==> config.mk <==
export PLATFORM = sky130hd
export DESIGN_NAME = slab_ctrl
export DESIGN_NICKNAME = d
export VERILOG_FILES = /design/src/rtl/core/slab_pkg.sv /design/src/rtl/core/slab_ctrl.sv
export SDC_FILE = /design/constraint.sdc
export NUM_CORES = 1
export LEC_CHECK = 0
export BUFFER_PORTS_ARGS = -buffer_cell sky130_fd_sc_hd__buf_4
export CAP_MARGIN = 20
export CORE_AREA = 2 2 39 41
export CTS_BUF_LIST = sky130_fd_sc_hd__clkbuf_4 sky130_fd_sc_hd__clkbuf_8 sky130_fd_sc_hd__clkbuf_16
export CTS_CLUSTER_DIAMETER = 40
export DETAILED_ROUTE_END_ITERATION = 16
export DIE_AREA = 0 0 41 43
export RECOVER_POWER = 25
export SLEW_MARGIN = 15
export SYNTH_ARGS = -nofsm -noshare
export SYNTH_HDL_FRONTEND = slang
export SYNTH_SLANG_ARGS = --single-unit
==> constraint.sdc <==
create_clock -name clk -period 2.2 [get_ports clk]
set_input_delay 0.66 -clock clk [delete_from_list [all_inputs] [get_ports clk]]
set_output_delay 0.66 -clock clk [all_outputs]
set_load 0.02 [all_outputs]
==> src/rtl/core/slab_pkg.sv <==
// ----------------------------------------------------------------------------
// slab_pkg
// Shared types and codes for the slab allocator.
// ----------------------------------------------------------------------------
package slab_pkg;

    localparam logic [1:0] ST_OK       = 2'd0;
    localparam logic [1:0] ST_TOO_BIG  = 2'd1;
    localparam logic [1:0] ST_NO_FRAME = 2'd2;
    localparam logic [1:0] ST_BAD_FREE = 2'd3;

    localparam logic OP_ALLOC = 1'b0;
    localparam logic OP_FREE  = 1'b1;

    typedef struct packed {
        logic start;
    } slab_cmd_t;

    typedef struct packed {
        logic busy;
    } slab_stat_t;

endpackage

==> src/rtl/core/slab_ctrl.sv <==
// ----------------------------------------------------------------------------
// slab_ctrl
// Sequencer: takes a request, runs the datapath, holds the result.
// ----------------------------------------------------------------------------
module slab_ctrl
    import slab_pkg::*;
(
    input  logic       clk,
    input  logic       rst_n,
    input  logic       in_valid,
    output logic       in_ready,
    output logic       out_valid,
    input  logic       out_ready,
    input  slab_stat_t stat,
    output slab_cmd_t  cmd
);

    localparam logic [1:0] S_IDLE = 2'd0;
    localparam logic [1:0] S_RUN  = 2'd1;
    localparam logic [1:0] S_OUT  = 2'd2;

    logic [1:0] state_reg, state_next;

    assign in_ready   = (state_reg == S_IDLE);
    assign out_valid  = (state_reg == S_OUT);
    assign cmd.start  = in_valid && in_ready;

    always_comb
    begin
        state_next = state_reg;
        case (state_reg)
            S_IDLE: if (in_valid) state_next = S_RUN;
            S_RUN:  if (!stat.busy) state_next = S_OUT;
            S_OUT:  if (out_ready) state_next = S_IDLE;
            default: state_next = S_IDLE;
        endcase
    end

    always_ff @(posedge clk or negedge rst_n)
    begin
        if (!rst_n)
            state_reg <= S_IDLE;
        else
            state_reg <= state_next;
    end

endmodule

==> impl_metrics.json <==
{
  "dieWidth_um": 41,
  "antenna_cells": 0,
  "cts_sinks": 2,
  "whs_ns": 0.217,
  "yosys.cell_types.count": 7,
  "period_needed_ns": 1.71,
  "crit_required_ns": 1.54,
  "ys_seq_area_share_pct": 50.6,
  "fillerInstances": 166,
  "p_per_area_nw_per_um2": 1100,
  "finalCritPeriodShare_pct": 77.7,
  "slew_headroom_pct": 89.3,
  "yosysTopAreaCell": "dfrtp_1",
  "finalNetCount": 27,
  "vdd_ir_drop_max_v": 0.000129,
  "ys_ff_latch": 2,
  "netlist_top_cells_count": "3 x nor2_1, 2 x dfrtp_1",
  "seqPwrFrac_pct": 27.8,
  "core-area_sq_um": 1380,
  "synth_ff_type": "dfrtp_1",
  "drtAntennaViolNets": 0,
  "cts_setup_buffers": 0,
  "crit_cells": 3,
  "drive_gt1_share_pct": 50.0,
  "cts_buffers": 3,
  "ios": 8,
  "wl_um": 239,
  "worstReg2RegStart": "state_reg[1]",
  "synth_area_sq_um": 98.8,
  "synthCells": 10,
  "switching_share_pct": 31.3,
  "vias": 106,
  "crit_buf_inv": 2,
  "ctsResizeCount": 0,
  "worst_slack_ns": 0.491,
  "cts_buffer_depth": 2,
  "crit_fanout": 2,
  "routedWlPerCell_um": 6.64,
  "min_path_type": "input pin to asynchronous set/reset pin",
  "firstDrtPassIters": 2,
  "post-route-util_pct": 13.7,
  "synth_most_common_cell": "nor2_1",
  "grtUsageTotal_pct": 3.70,
  "critPathKind": "input pin to output port",
  "p_int_mw": 0.143,
  "cts.clk_slew.worst_paths_ns": 0.03,
  "synthTopCellsByArea": "dfrtp_1 51%, nor2_1 11%, mux2i_1 10%",
  "power_mw": 0.208,
  "synth_edf_count": 0,
  "grt-ovfl-total": 0,
  "regArea_sq_um": 50.0,
  "crit_top_cell": "buf_4",
  "syn_nets": 15,
  "worstRegToRegCells": 2,
  "crit_arrival_ns": 1.05,
  "drv_cap": 0,
  "finalClockSkew_ns": 0.000435,
  "worst-slew-pin-transition_ns": 0.161,
  "finalSetupViolCount": 0,
  "yosysWarnings": 0,
  "dp_worst_setup_slack_ns": 0.487,
  "drt_iter0_markers": 1,
  "multi_input_area_sq_um": 45.0,
  "power.switching_mw": 0.0653,
  "grt_pass1_vias": 107,
  "r2r-end": "state_reg[1]",
  "port-buffer-count": 7,
  "drc": 0,
  "critPathLaunchType": "input pin",
  "antenna_found_initial": 0,
  "critPathCaptureType": "output port",
  "power_frac_comb_pct": 34.1,
  "htree_levels": 1,
  "tns_ns": 0,
  "clk_latency_ns": 0.22,
  "p_leak_nw": 0.0959,
  "path_cells": "buf_4 -> and2_1 -> buf_4",
  "vias_per_cell": 2.94,
  "hold_violations": 0,
  "area_growth_pct": 92.4,
  "reg2reg_slack_ns": 1.30,
  "initial_utilization_pct": 7.14,
  "synth_top_area_share_pct": 50.6,
  "cts_tree": "yes",
  "status": "finished clean",
  "syn_area_per_cell_sq_um": 9.88,
  "synthArstFlopShare_pct": 100,
  "critPathMaxStageDelay_ns": 0.15,
  "die_y_um": 43,
  "grt_pass1_wl_um": 358,
  "ctsHoldBuffers": 0,
  "clockRootBuffer": "clkbuf_4",
  "critPathSlowestCell": "buf_4",
  "max_freq_mhz": 585,
  "rows": 14,
  "grt_max_degree": 5,
  "path_delay_family": "buffers and inverters",
  "dieArea_sq_um": 1760,
  "place_congestion": 0.418,
  "largest_register_ffs": 2,
  "clockPowerShare_pct": 38.0,
  "rsz0062_at_grt": "false",
  "maxSlewViolCount": 0
}
==> cells by family after synthesis <==
| family | count (synthesis) | share of synthesized area (%) |
|---|---|---|
| AND/OR/NAND/NOR | 5 | 26.6 |
| AO/OA/AOI/OAI | 1 | 8.86 |
| buffers and inverters | 1 | 3.79 |
| flip-flops | 2 | 50.6 |
| multiplexers | 1 | 10.1 |
==> stage by stage <==
stage          std cells  cell area [sq um]
2_1_floorplan         10               98.8
3_3_place_gp          33                171
6_report              36                190
3_5_place_dp          33                171
4_1_cts               36                194
5_1_grt               36                190
==> worst max-delay path by stage <==
stage,startpoint,to,slack [ns]
after floorplan,state_reg[0],cmd,0.51
after global placement,in_valid,cmd,0.50
after detailed placement,in_valid,cmd,0.49
after CTS,state_reg[0],cmd,0.47
after global routing,state_reg[0],cmd,0.42
final,in_valid,cmd,0.49
==> power by group through the flow <==
stage	combinational [mW]	sequential [mW]	clock, mW
2_1_floorplan	0.0424	0.0562	0
3_3_place_gp	0.0723	0.0585	0
3_5_place_dp	0.0734	0.0586	0
4_1_cts	0.0733	0.0584	0.0862
5_1_grt	0.0782	0.0595	0.0878
6_report	0.0712	0.0580	0.0792
==> placed cells by master (no fill, tap or decap) <==
master	netlist	layout
buf_4	0	6
nor2_1	3	3
clkbuf_4	0	3
dfrtp_1	2	2
nor2b_2	1	1
and2_1	1	1
mux2i_1	1	1
inv_1	1	1
a22o_1	1	1
clkbuf_1	0	1
==> final cells by class <==
class,instances,area share (%)
Sequential cell,2,26.3
Timing Repair Buffer,7,25.7
Multi-Input combinational cell,7,23.7
Clock buffer,3,11.8
Tap cell,16,10.5
Inverter,1,1.97
==> metal layers <==
| layer | vias up | share of wire, % | GRT usage, % |
|---|---|---|---|
| li1 | 54 | - | - |
| met1 | 47 | 44 | 2.55 |
| met2 | 5 | 47 | 4.38 |
| met3 | 0 | 8.4 | 4.71 |
| met4 | 0 | 0 | 4.00 |
| met5 | - | 0 | 0 |
Power figures use the tool's default switching activity.
